## config.mk

```make
export PLATFORM = sky130hd
export DESIGN_NAME = nav_key_debounce_autorepeat_unit
export DESIGN_NICKNAME = d
export VERILOG_FILES = /design/src/nkda_pkg.sv /design/src/nkda_csr.sv /design/src/nav_key_debounce_autorepeat_unit.sv
export SDC_FILE = /design/constraint.sdc
export NUM_CORES = 1
export LEC_CHECK = 0
export ABC_AREA = 1
export BUFFER_PORTS_ARGS = -buffer_cell sky130_fd_sc_hd__buf_4
export CAP_MARGIN = 40
export CELL_PAD_IN_SITES_DETAIL_PLACEMENT = 0
export CELL_PAD_IN_SITES_GLOBAL_PLACEMENT = 2
export CORE_MARGIN = 2
export CORE_UTILIZATION = 37
export DETAILED_ROUTE_END_ITERATION = 7
export GPL_TIMING_DRIVEN = 0
export PLACE_DENSITY_LB_ADDON = 0.1
export SLEW_MARGIN = 20
export SYNTH_ARGS = -nofsm -noshare
export SYNTH_HDL_FRONTEND = slang
export SYNTH_HIERARCHICAL = 1
export SYNTH_SLANG_ARGS = --single-unit
```

## constraint.sdc

```tcl
create_clock -name clock -period 5.1 [get_ports clock]
set_input_delay 1.02 -clock clock [delete_from_list [all_inputs] [get_ports clock]]
set_output_delay 1.02 -clock clock [all_outputs]
set_load 0.01 [all_outputs]
```

## src/nkda_pkg.sv

```systemverilog
// Types, register indexes and reset values for the navigation key debounce unit.
package nkda_pkg;

   localparam int unsigned CSR_INDEX_W = 8;
   localparam int unsigned CSR_DATA_W  = 16;

   localparam logic [CSR_INDEX_W-1:0] CSR_DEBOUNCE_MS        = 8'd0;
   localparam logic [CSR_INDEX_W-1:0] CSR_REPEAT_INITIAL_MS  = 8'd1;
   localparam logic [CSR_INDEX_W-1:0] CSR_REPEAT_INTERVAL_MS = 8'd2;
   localparam logic [CSR_INDEX_W-1:0] CSR_VERTICAL_STEPS     = 8'd3;

   localparam logic [15:0] DEBOUNCE_RESET        = 16'd130;
   localparam logic [15:0] REPEAT_INITIAL_RESET  = 16'd700;
   localparam logic [15:0] REPEAT_INTERVAL_RESET = 16'd95;
   localparam logic [1:0]  VERTICAL_STEPS_RESET  = 2'd2;

   typedef enum logic [1:0] {
      DIR_LEFT  = 2'd0,
      DIR_RIGHT = 2'd1,
      DIR_UP    = 2'd2,
      DIR_DOWN  = 2'd3
   } dir_type;

   typedef struct packed {
      logic        edge_left;
      logic        edge_right;
      logic        edge_up;
      logic        edge_down;
      logic        held_left;
      logic        held_right;
      logic        held_up;
      logic        held_down;
      logic [31:0] now_ms;
   } req_type;

   typedef struct packed {
      logic [1:0] move_dir;
      logic [1:0] move_count;
      logic       handled;
   } rsp_type;

   typedef struct packed {
      logic [15:0] debounce_ms;
      logic [15:0] repeat_initial_ms;
      logic [15:0] repeat_interval_ms;
      logic [1:0]  vertical_repeat_steps;
   } cfg_type;

endpackage

```

## src/nkda_csr.sv

```systemverilog
// Configuration register file for the navigation key debounce unit.
module nkda_csr (
   input  logic                            clock,
   input  logic                            reset,
   input  logic                            csr_write,
   input  logic [nkda_pkg::CSR_INDEX_W-1:0] csr_index,
   input  logic [nkda_pkg::CSR_DATA_W-1:0]  csr_wdata,
   output nkda_pkg::cfg_type               cfg
);
   import nkda_pkg::*;

   cfg_type cfg_ff;
   cfg_type cfg_in;

   // Writes to unknown indexes leave every register unchanged.
   always_comb begin
      cfg_in = cfg_ff;
      if (csr_write) begin
         unique case (csr_index)
            CSR_DEBOUNCE_MS:        cfg_in.debounce_ms           = csr_wdata;
            CSR_REPEAT_INITIAL_MS:  cfg_in.repeat_initial_ms     = csr_wdata;
            CSR_REPEAT_INTERVAL_MS: cfg_in.repeat_interval_ms    = csr_wdata;
            CSR_VERTICAL_STEPS:     cfg_in.vertical_repeat_steps = csr_wdata[1:0];
            default:                cfg_in = cfg_ff;
         endcase
      end
   end

   always_ff @(posedge clock) begin
      if (reset) begin
         cfg_ff.debounce_ms           <= DEBOUNCE_RESET;
         cfg_ff.repeat_initial_ms     <= REPEAT_INITIAL_RESET;
         cfg_ff.repeat_interval_ms    <= REPEAT_INTERVAL_RESET;
         cfg_ff.vertical_repeat_steps <= VERTICAL_STEPS_RESET;
      end else begin
         cfg_ff <= cfg_in;
      end
   end

   assign cfg = cfg_ff;

endmodule

```

## src/nav_key_debounce_autorepeat_unit.sv

```systemverilog
// Top level of the navigation key debounce and auto-repeat unit.
// A sample accepted into the input register moves on to the result register that drives rsp_valid.
// Throughput: one sample per cycle without rsp_stall; an input and a result register bracket it.
// The decision and the state update are one short compare stage, so back-to-back samples flow.
// Reset is synchronous and active high: it restores the register defaults,
// forgets the last edge, disarms repeat and empties both pipeline registers.
module nav_key_debounce_autorepeat_unit (
   input  logic                             clock,
   input  logic                             reset,
   input  logic                             req_valid,
   output logic                             req_stall,
   input  nkda_pkg::req_type                req_data,
   output logic                             rsp_valid,
   input  logic                             rsp_stall,
   output nkda_pkg::rsp_type                rsp_data,
   input  logic                             csr_valid,
   output logic                             csr_ready,
   input  logic [nkda_pkg::CSR_INDEX_W-1:0] csr_index,
   input  logic [nkda_pkg::CSR_DATA_W-1:0]  csr_wdata
);
   import nkda_pkg::*;

   cfg_type cfg;

   // The register file takes a write in every cycle; the user must change configuration only
   // while the unit is idle (the unit does not enforce this), so no transaction can see a half update.
   assign csr_ready = 1'b1;

   nkda_csr u_csr (
      .clock     (clock),
      .reset     (reset),
      .csr_write (csr_valid),
      .csr_index (csr_index),
      .csr_wdata (csr_wdata),
      .cfg       (cfg)
   );

   // Pipeline registers: the sampled input and the finished result.
   logic    s1_valid_ff, s1_valid_in;
   req_type s1_data_ff,  s1_data_in;
   logic    out_valid_ff, out_valid_in;
   rsp_type out_data_ff,  out_data_in;

   // Navigation state carried from one sample to the next.
   logic        last_valid_ff, last_valid_in;
   dir_type     last_dir_ff,   last_dir_in;
   logic [31:0] last_time_ff,  last_time_in;
   logic        armed_ff,      armed_in;
   dir_type     rep_dir_ff,    rep_dir_in;
   logic [31:0] due_ff,        due_in;

   logic s1_advance;
   logic req_accept;

   // The sample in the input register moves on when the result register is
   // empty or its transaction completes this cycle.
   assign s1_advance = s1_valid_ff && (!out_valid_ff || !rsp_stall);
   assign req_stall  = s1_valid_ff && !s1_advance;
   assign req_accept = req_valid && !req_stall;

   // Decision logic for the sample held in the input register.
   logic [3:0]  edge_vec;
   logic [3:0]  held_vec;
   logic        any_edge;
   dir_type     edge_dir;
   logic [31:0] since_last;
   logic        bounce;
   logic [1:0]  vert_steps;
   rsp_type     result;

   assign edge_vec = {s1_data_ff.edge_down, s1_data_ff.edge_up,
                      s1_data_ff.edge_right, s1_data_ff.edge_left};
   assign held_vec = {s1_data_ff.held_down, s1_data_ff.held_up,
                      s1_data_ff.held_right, s1_data_ff.held_left};
   assign any_edge = |edge_vec;

   // Left wins over right, right over up, up over down.
   always_comb begin
      if (edge_vec[0]) begin
         edge_dir = DIR_LEFT;
      end else if (edge_vec[1]) begin
         edge_dir = DIR_RIGHT;
      end else if (edge_vec[2]) begin
         edge_dir = DIR_UP;
      end else begin
         edge_dir = DIR_DOWN;
      end
   end

   // The bounce window is measured with wrapping subtraction.
   assign since_last = s1_data_ff.now_ms - last_time_ff;
   assign bounce     = last_valid_ff && (last_dir_ff == edge_dir) &&
                       (since_last < {16'd0, cfg.debounce_ms});

   // A vertical step count of zero behaves as one.
   assign vert_steps = (cfg.vertical_repeat_steps == 2'd0) ? 2'd1
                                                           : cfg.vertical_repeat_steps;

   always_comb begin
      last_valid_in = last_valid_ff;
      last_dir_in   = last_dir_ff;
      last_time_in  = last_time_ff;
      armed_in      = armed_ff;
      rep_dir_in    = rep_dir_ff;
      due_in        = due_ff;
      result        = '0;

      if (any_edge) begin
         if (bounce) begin
            // A bounce is swallowed: handled, no move, state untouched.
            result.handled = 1'b1;
         end else begin
            last_valid_in     = 1'b1;
            last_dir_in       = edge_dir;
            last_time_in      = s1_data_ff.now_ms;
            armed_in          = 1'b1;
            rep_dir_in        = edge_dir;
            due_in            = s1_data_ff.now_ms + {16'd0, cfg.repeat_initial_ms};
            result.move_dir   = edge_dir;
            result.move_count = 2'd1;
            result.handled    = 1'b1;
         end
      end else if (held_vec == 4'd0) begin
         // Every key released: repeat stops.
         armed_in = 1'b0;
      end else if (armed_ff && !(s1_data_ff.now_ms < due_ff)) begin
         // The due-time test is a plain unsigned compare with no wrap handling.
         if (!held_vec[rep_dir_ff]) begin
            // Only other keys are held when the repeat falls due.
            armed_in = 1'b0;
         end else begin
            due_in            = s1_data_ff.now_ms + {16'd0, cfg.repeat_interval_ms};
            result.move_dir   = rep_dir_ff;
            result.move_count = rep_dir_ff[1] ? vert_steps : 2'd1;
            result.handled    = 1'b1;
         end
      end
   end

   // Next values of the pipeline registers.
   always_comb begin
      s1_valid_in  = s1_valid_ff;
      s1_data_in   = s1_data_ff;
      out_valid_in = out_valid_ff;
      out_data_in  = out_data_ff;

      if (req_accept) begin
         s1_valid_in = 1'b1;
         s1_data_in  = req_data;
      end else if (s1_advance) begin
         s1_valid_in = 1'b0;
      end

      if (s1_advance) begin
         out_valid_in = 1'b1;
         out_data_in  = result;
      end else if (!rsp_stall) begin
         out_valid_in = 1'b0;
      end
   end

   always_ff @(posedge clock) begin
      if (reset) begin
         s1_valid_ff   <= 1'b0;
         out_valid_ff  <= 1'b0;
         last_valid_ff <= 1'b0;
         last_dir_ff   <= DIR_LEFT;
         last_time_ff  <= '0;
         armed_ff      <= 1'b0;
         rep_dir_ff    <= DIR_LEFT;
         due_ff        <= '0;
      end else begin
         s1_valid_ff  <= s1_valid_in;
         out_valid_ff <= out_valid_in;
         // State moves only when the sample's result is committed.
         if (s1_advance) begin
            last_valid_ff <= last_valid_in;
            last_dir_ff   <= last_dir_in;
            last_time_ff  <= last_time_in;
            armed_ff      <= armed_in;
            rep_dir_ff    <= rep_dir_in;
            due_ff        <= due_in;
         end
      end
   end

   // Payload registers carry no reset.
   always_ff @(posedge clock) begin
      s1_data_ff  <= s1_data_in;
      out_data_ff <= out_data_in;
   end

   assign rsp_valid = out_valid_ff;
   assign rsp_data  = out_data_ff;

endmodule

```

After elaboration in Yosys (flattened, before gate mapping)
Cells that the tools add are included.
{ "word_totals": {"regBits": 165, "latchBits": 0, "ram_bits": 0, "mem_bits_ro": 0, "in_bits": 69, "out_inout_bits": 8, "mem_count": 0} }
{ "op_classes": {"addsub": 3, "mul": 0, "div": 0, "magnitude_cmp": 3, "n_eq_ne": 8, "shifts": 0, "n_mux": 26, "n_bitwise": 1, "n_reduce_logical": 27} }
{ "op_table": {"columns": ["op", "n"], "rows": [
  ["two-way mux 32 bit", 5],
  ["adder 32 x 16 -> 32 bit", 2],
  ["< comparator 32 x 16 -> 1 bit", 1],
  ["< comparator 32 bit", 1],
  ["subtractor 32 bit", 1],
  ["two-way mux 5 bit", 4],
  ["== test 8 x 2 -> 1 bit, second input constant", 2],
  ["two-way mux 1 bit", 11],
  ["== test 8 x 1 -> 1 bit, second input constant", 1],
  ["logical NOT 8 bit", 1],
  ["two-way mux 2 bit", 4],
  ["AND reduction 2 bit", 4],
  ["logical AND 1 bit", 6],
  ["nonzero test 2 bit", 3],
  ["logical NOT 1 bit", 5],
  ["AND reduction 5 bit", 1],
  ["logical NOT 4 bit", 1],
  ["two-way mux 4 bit", 1],
  ["!= test 2 bit, second input constant", 2],
  ["AND reduction 4 bit", 1],
  ["OR reduction 4 bit", 1],
  ["< comparator 2 x 3 -> 1 bit, second input constant", 1],
  ["!= test 3 bit, second input constant", 1],
  ["AND reduction 3 bit", 1],
  ["7 further kinds", 7]
]} }

Logic depth before layout (Yosys ltp)
Gate-level depths: netlist of the first run.
{ "logic_depth": {"word_depth": 8, "ltp_mapped": 26, "mapped_depth_nobuf": 25} }

Hierarchy
The synthesis of the first run kept the hierarchy.
{ "modules_own_cells": {"columns": ["module", "n_inst", "cells_each", "area_per_inst_um2", "seq_area_each_um2"], "rows": [
  ["nav_key_debounce_autorepeat_unit", 1, 1323, 8952.3, 2752.6],
  ["nkda_csr", 1, 292, 2082.0, 1001.0]
]} }

Worst setup path after synthesis of the first run
OpenSTA, ideal clock, no wires.
{ "synth_path": {"path_type": "reg-to-reg", "start": "register s1_data_ff (netlist bit edge_vec[1])", "end": "register due_ff[14]", "setup_time_ps": 115, "arrival_time_ps": 3373, "required_ps": 4985, "setup_slack_ps": 1612, "path_stages_with_launch": 21, "n_path_buf": 2, "period_less_slack_ps": 3488, "path_cell_list": "edfxtp_1 nor2_1 inv_1 nor3_2 inv_1 clkbuf_1 clkbuf_1 nand2_1 nand2_1 fa_1 nand3_1 nand2_1 a31oi_1 o21ai_0 a21boi_0 inv_1 a21oi_1 xor2_1 nand3_1 nand2_1 nor2_1"} }
{ "synth_between": {"elab_chain_cells": 7, "elab_cells_between_ends": 12, "classes_between": "3 x eq/ne; 3 x mux; 6 x reduce/logical"} }
{ "synth_rtl": {"columns": ["item", "line_no", "source"], "rows": [
  ["start, declared", "nav_key_debounce_autorepeat_unit.sv:40", "req_type s1_data_ff, s1_data_in;"],
  ["start signal, assigned", "nav_key_debounce_autorepeat_unit.sv:189", "s1_data_ff <= s1_data_in;"],
  ["two-way mux 2 bit", "nav_key_debounce_autorepeat_unit.sv:81", "end else if (edge_vec[1]) begin"],
  ["two-way mux 2 bit", "nav_key_debounce_autorepeat_unit.sv:79", "if (edge_vec[0]) begin"],
  ["== test 2 bit", "nav_key_debounce_autorepeat_unit.sv:92", "assign bounce = last_valid_ff && (last_dir_ff == edge_dir) &&"],
  ["logical AND 1 bit (2 in a row)", "nav_key_debounce_autorepeat_unit.sv:92", null],
  ["!= test 2 bit (no line)", null, null],
  ["AND reduction 5 bit (no line)", null, null],
  ["end signal, assigned", "nav_key_debounce_autorepeat_unit.sv:182", "due_ff <= due_in;"],
  ["end, declared", "nav_key_debounce_autorepeat_unit.sv:50", "logic [31:0] due_ff, due_in;"]
]} }
Several ways; a longest one is shown, not always the timed one.
A chain may end at the register's enable or synchronous reset.

Worst setup path after layout of the first run
{ "layout_path": {"start": "register s1_data_ff (netlist bit edge_vec[1])", "end": "register due_ff[30]"} }
Same word-level chain as after synthesis.

==> run_results.csv, run 1 <==
group,metric,value,unit
run_status,status,"completed",
placement,port_buffers,75,
critical_path,setup.worst_path.end_class,"flip-flop",
yosys,post_synth_xor_area_fraction,0.0357,
detailed_routing,drt_pre_antenna_iters,5,
floorplanning,fp-row-count,63,
placement,dpl_worst_slack,0.0933,ns
yosys,netlist_top_cells_count,"435 x nand2_1, 244 x inv_1, 168 x a21oi_1, 143 x nand3_1, 141 x nor2_1",
pwr,total_leakage_power,6.09,nW
yosys,yosys.area_share.adder,0.109,
floorplanning,die_area,31200,um2
sta,fin_ws,0.455,ns
clocking,tritoncts.num_buffers,17,
sta,slew_headroom,0.587,
sta,tightestPinTransition,0.620,ns
critical_path,crit_fanout,10,
critical_path,type_of_the_worst_setup_path,"reg2reg",
global_route,grt_util_all_layers,0.230,
yosys,synth_seq_cells,165,
clocking,clkLatencyLatePin,0.45,ns
detailed_routing,drtAntennaViolNets,0,
placement,dp_cells,2082,
placement,detailed_place_hpwl,28.2,mm
sta,fin_hold_ws,0.457,ns
final_layout,n_antenna_cell,0,
floorplanning,die_width,177,um
pwr,vdd_ir_drop_max,0.237,mV
yosys,yosys_warnings,6,
yosys,synth_most_common_cell,"nand2_1",
yosys,postSynth.topFlopCell,"dfxtp_1",
detailed_routing,drc_errors,0,
final_layout,areaGrowthSynthToFinish,15.3,%
sta,report.final.setup_viol,0,
yosys,synth-edff-count,45,
sta,setup_repair_after_global_routing_missed_its_margin,"false",
yosys,synth.mux.area_fraction,0,
sta,period_share,0.911,
clocking,tritoncts,"done",
clocking,holdBufCountCts,0,
yosys,netlist_instances,1615,
sta,timing.fmax,215,MHz
yosys,post_synth.cell_area_avg,6.83,um2
critical_path,worstPathArrival,4.99,ns
yosys,netlist_area,11000,um2
yosys,synth_cell_type_count,44,
yosys,yosys.area_share.simple,0.289,
global_route,largest_net_degree_at_the_start_of_global_routing,32,
final_layout,drive_gt1_frac,0.0882,
yosys,post_synth_net_total,1779,
pwr,power_per_cell_area,289,nW/um2
yosys,sequential_fraction_of_the_synthesis_area,0.340,
yosys,cell_type_contributing_the_most_total_cell_area_after_synthesis,"dfxtp_1",
critical_path,startpoint_class,"flip-flop",
sta,clock_skew,0.0126,ns
clocking,htree_num_levels,4,
detailed_routing,drt_iter0_markers,638,
clocking,clk_tree_root_cell,"clkbuf_16",
detailed_routing,total_wirelength_of_the_detailed_routed_design,35.0,mm
yosys,synth_top_family_by_area,"simple AND/OR/NAND/NOR gates",
global_route,vias_in_the_first_global_route,9922,
clocking,cts.sink_count,165,
clocking,clkTransAtPathRegs,0.07,ns
yosys,synth_async_sr_flop_share,0,
final_layout,finish.utilization,0.432,
clocking,cts_resized,0,
sta,finalMaxSlewViolations,0,
final_layout,fin_nets,1876,
clocking,cts_setup_buffers,0,
sta,period_needed,4.65,ns
floorplanning,core_region_area,29500,um2
detailed_routing,vias,10323,
placement,globalplace.congestion,0.876,
clocking,ctsLongestPathBuffers,2,
final_layout,stdcell_count,2114,
detailed_routing,detail_route.wl_per_cell,16.6,um
global_route,grt_pass1_wl,54.4,mm
detailed_routing,viasPerCell,4.88,
yosys,post-synth-top-area-fraction,0.218,
yosys,synth_compound_gate_area_share,0.116,
floorplanning,floorplan.io_pins,77,
sta,hold_viol_final,0,
global_route,initial_antenna_violation_count,0,
yosys,cells_taking_the_most_area_after_synthesis,"dfxtp_1 22%, nand2_1 15%, edfxtp_1 12%",
job,maxCapViolations,0,
floorplanning,initial_core_util,0.374,
critical_path,cp.required,5.45,ns
floorplanning,die_y,177,um
min_path,hp-class,"reg2reg",
global_route,globalRoute.totalOverflow,0,
sta,timing.setup.tns,0,ns
flip-flops by register name, indices dropped and copies added (netlist names):
name           flops
armed_ff           1
due_ff            32
edge_vec           4
held_vec           4
last_time_ff      32
last_valid_ff      1
rep_dir_ff         2
rsp_data           5
rsp_valid          1
s1_data_ff        32
s1_valid_ff        1
u_csr/cfg         50
per-layer routing:
layer / part of all wire / GRT usage / up-vias
li1: - / - / 5388
met1: 0.47 / 0.297 / 4737
met2: 0.48 / 0.402 / 169
met3: 0.032 / 0.0329 / 29
met4: 0.016 / 0.0579 / 0
met5: 0 / 0 / -
final timing paths:
check,depth (start not counted),endpoint,from,slack (ns)
max,23,due_ff[30],edge_vec[1],0.45
min,2,last_time_ff[31],last_time_ff[31],0.46
max reg2reg,23,due_ff[30],edge_vec[1],0.45
min reg2reg,2,last_time_ff[31],last_time_ff[31],0.46
kinds of logic (layout without fill, tap and decap cells):
kind of cell / count (synthesis) / in the layout
fa+ha+maj: 95 / 95
buf+inv: 299 / 408
compound gates: 243 / 243
other cells: 1 / 1
xor+xnor: 45 / 45
flops: 165 / 165
simple gates: 767 / 767
critical path, cell delays in order (launching register included):
cell,delay (ns)
edfxtp_1,0.39
nor2_1,0.26
inv_1,0.15
nor3_2,0.12
buf_4,0.21
inv_1,0.07
clkbuf_1,0.26
clkbuf_1,0.35
nand2_1,0.13
nand2_1,0.14
ha_1,0.40
nand3_1,0.10
nand2_1,0.12
a31oi_1,0.13
o21ai_0,0.46
nand3_1,0.29
nand2_1,0.24
nand2_1,0.12
nor2_1,0.17
nand2_1,0.08
xor2_1,0.13
nand3_1,0.09
nand2_1,0.07
nor2_1,0.04
power by group:
| group | internal, mW | switching [mW] | total, mW |
|---|---|---|---|
| Clock | 0.775 | 0.563 | 1.34 |
| Combinational | 0.323 | 0.539 | 0.862 |
| Sequential | 1.41 | 0.0604 | 1.48 |
| Total | 2.51 | 1.16 | 3.67 |
through the flow:
step	area (um2)	total power [mW]
final	12700	3.67
after global routing	12700	3.90
after CTS	12700	3.72
after detailed placement	12100	2.37
after global placement	12100	2.36
after floorplan	11000	2.08
layout make-up:
cell class / instances / area [um2]
plain buffers: 54 / 297
inverters: 245 / 920
clock buffers: 20 / 478
flip-flops and latches: 165 / 3750
well taps: 390 / 488
repair buffers: 78 / 598
multi-input cells: 1151 / 6060
fillers: 3180 / 16800
clock inverters: 11 / 124
cells in the final DEF (no fill, tap or decap), types with 4 or more instances in the layout:
cell       instances
nor4_1             5
buf_2             19
xnor2_1           11
buf_6              6
buf_4             83
dfxtp_1          120
inv_1            244
nand3_1          143
clkbuf_1          17
buf_1              4
ha_1              93
xor2_1            34
clkinv_4           4
nand4_1           13
edfxtp_1          45
a21oi_1          168
o21ai_0           50
nor3_1            13
o21a_1             4
nor2_1           141
a31oi_1            4
clkbuf_16         18
nand2_1          435
nand3b_1           5
(Power assumes the default switching activity.)
==> run 2, diff against run 1 <==
CELL_PAD_IN_SITES_DETAIL_PLACEMENT = default   (was 0)
CELL_PAD_IN_SITES_GLOBAL_PLACEMENT = default   (was 2)
CORE_UTILIZATION = 45   (was 37)
PLACE_DENSITY_LB_ADDON = 0.25   (was 0.1)
==> run 2 against run 1 <==
Via count grew 2.1%. Fmax increased by 2.4%. Worst hold slack worse by 0.0017 ns. Non-clock buffer count fell by 1. Utilization grew 9.0 points. Sequential cell count unchanged. Global-route usage is 0.99 points higher. Clock skew increased by 0.0036 ns. Cell area shrank 0.84%. Critical endpoint unchanged. Highest routed layer unchanged.
==> run_results.csv, run 2 (same netlist as run 1, synthesis figures left out) <==
group,metric,value,unit
floorplanning,fp-row-count,57,
critical_path,critical_path.slowest_cell,"o21ai_0",
pwr,power_per_cell_area,285,nW/um2
placement,detailed_place_hpwl,24.3,mm
clocking,clkTransAtPathRegs,0.06,ns
critical_path,kind_of_cell_adding_the_most_delay_to_the_critical_path,"simple AND/OR/NAND/NOR gates",
critical_path,crit_fanout,10,
clocking,clkLatencyLatePin,0.43,ns
floorplanning,floorplan.io_pins,77,
final_layout,layout_commonest_cell,"nand2_1",
critical_path,worst_path_most_repeated_cell,"nand2_1",
sta,clock_skew,0.0162,ns
detailed_routing,drt_pre_antenna_iters,5,
global_route,vias_in_the_first_global_route,9995,
pwr,vdd_ir_drop_max,0.223,mV
detailed_routing,detail_route.wl_per_cell,14.9,um
final_layout,finish.utilization,0.522,
sta,slew_headroom,0.604,
detailed_routing,drtAntennaViolNets,0,
sta,hold_viol_final,0,
sta,fin_hold_ws,0.455,ns
sta,period_needed,4.53,ns
clocking,tritoncts.num_buffers,17,
floorplanning,core_region_area,24200,um2
placement,dp_cells,2016,
clocking,clk_tree_root_cell,"clkbuf_16",
detailed_routing,drc_errors,0,
detailed_routing,total_wirelength_of_the_detailed_routed_design,30.4,mm
final_layout,most-common-layout-cells,"435 x nand2_1, 243 x inv_1, 168 x a21oi_1",
sta,period_share,0.889,
detailed_routing,wl_met3,1.90,mm
min_path,hp-class,"reg2reg",
critical_path,startpoint_class,"flip-flop",
clocking,htree_num_levels,4,
run_status,status,"completed",
detailed_routing,viasPerCell,5.14,
job,maxCapViolations,0,
critical_path,r2r_cells,22,
critical_path,path_buf_inv,4,
critical_path,r2r_slack,0.57,ns
critical_path,worstReg2RegStart,"edge_vec[1]",
global_route,initial_antenna_violation_count,0,
placement,globalplace.congestion,0.912,
detailed_routing,topRoutingLayerUsed,"met4",
clocking,cts.sink_count,165,
critical_path,worstPathArrival,4.85,ns
critical_path,critical_path.endpoint,"due_ff[30]",
sta,timing.setup.tns,0,ns
sta,finalMaxSlewViolations,0,
final_layout,n_antenna_cell,0,
detailed_routing,met2_wirelength,13.9,mm
critical_path,cp.required,5.42,ns
floorplanning,die_width,161,um
critical_path,cp_cell_sequence,"nor2_1 > inv_1 > nor3_4 > inv_1 > clkbuf_1 > clkbuf_1 > nand2_1 > nand2_1 > ha_1 > nand3_1 > nand2_1 > a31oi_1 > o21ai_0 > nand3_1 > nand2_1 > nand2_1 > nor2_1 > nand2_1 > xor2_1 > nand3_1 > nand2_1 > nor2_1",
final_layout,drive_gt1_frac,0.0864,
sta,tightestPinTransition,0.594,ns
floorplanning,die_area,25800,um2
critical_path,critical_path_depth,22,
clocking,ctsLongestPathBuffers,2,
detailed_routing,drt_iter0_markers,678,
critical_path,type_of_the_worst_setup_path,"reg2reg",
global_route,grt_pass1_wl,49.6,mm
placement,port_buffers,75,
critical_path,r2r_end,"due_ff[30]",
global_route,grt_util_all_layers,0.240,
detailed_routing,met1_length,13.9,mm
final_layout,fin_nets,1875,
floorplanning,die_y,161,um
critical_path,setup.worst_path.end_class,"flip-flop",
critical_path,slowest_delay,0.40,ns
critical_path,setup.worst_path.start,"edge_vec[1]",
final_layout,stdcell_count,2048,
floorplanning,initial_core_util,0.456,
sta,report.final.setup_viol,0,
global_route,globalRoute.totalOverflow,0,
sta,timing.fmax,221,MHz
pwr,total_leakage_power,6.05,nW
final_layout,largest_reg_flops,50,
clocking,tritoncts,"done",
sta,setup_repair_after_global_routing_missed_its_margin,"false",
detailed_routing,vias,10536,
final_layout,areaGrowthSynthToFinish,14.3,%
global_route,largest_net_degree_at_the_start_of_global_routing,26,
clocking,cts_setup_buffers,0,
==> run 2: cell count changes in the layout (fill, tap and decap cells not counted), moves of 2 or more <==
cell	before	now
clkinvlp_4	0	4
clkinv_2	2	0
clkbuf_1	17	21
clkinv_4	4	2
==> run 2: worst min-delay path by stage <==
stage / from / end / slack (ns) / depth (start not counted)
floorplan: last_time_ff[0] / last_time_ff[0] / 0.43 / 2
global placement: last_time_ff[0] / last_time_ff[0] / 0.44 / 2
detailed placement: last_time_ff[0] / last_time_ff[0] / 0.44 / 2
CTS: last_time_ff[0] / last_time_ff[0] / 0.45 / 2
global route: last_time_ff[13] / last_time_ff[13] / 0.48 / 2
finish: last_time_ff[0] / last_time_ff[0] / 0.45 / 2
==> run 2: cell type report <==
cell class | instances | area, um2
flip-flops and latches | 165 | 3750
fillers | 2407 | 11600
inverters | 245 | 920
plain buffers | 54 | 297
clock buffers | 22 | 454
multi-input cells | 1151 | 6070
clock inverters | 10 | 125
well taps | 324 | 405
repair buffers | 77 | 591
==> run 2: layer usage <==
metal  up-vias  GRT usage
met5         -          0
met4         0     0.0815
met3        50     0.0382
met2       310      0.395
met1      4790      0.321
li1       5386          -
==> run 2: where the power goes <==
part	switching, mW	total, mW	internal, mW
Clock	0.538	1.28	0.739
Combinational	0.524	0.847	0.323
Sequential	0.0551	1.47	1.41
Total	1.12	3.59	2.48
==> run 2: tightest hold or removal path, delay by kind of cell, from the launching register on <==
family                 cells  cell delay (ns)
flip-flops                 1             0.31
buffers and inverters      1             0.05
AO/OA/AOI/OAI              1             0.05
==> run 2: repair_timing <==
action / in CTS / in global routing
hold buffers: 0 / 0
endpoints found under the setup margin: 0 / 2
gates resized for setup: 0 / 1
==> run 2: stage by stage <==
stage / setup slack, ns / instance area, um2 / power (mW)
floorplan: 1.61 / 11000 / 2.08
global placement: 0.492 / 12000 / 2.31
detailed placement: 0.431 / 12000 / 2.33
CTS: 0.409 / 12600 / 3.61
global route: 0.0601 / 12600 / 3.80
finish: 0.565 / 12600 / 3.59
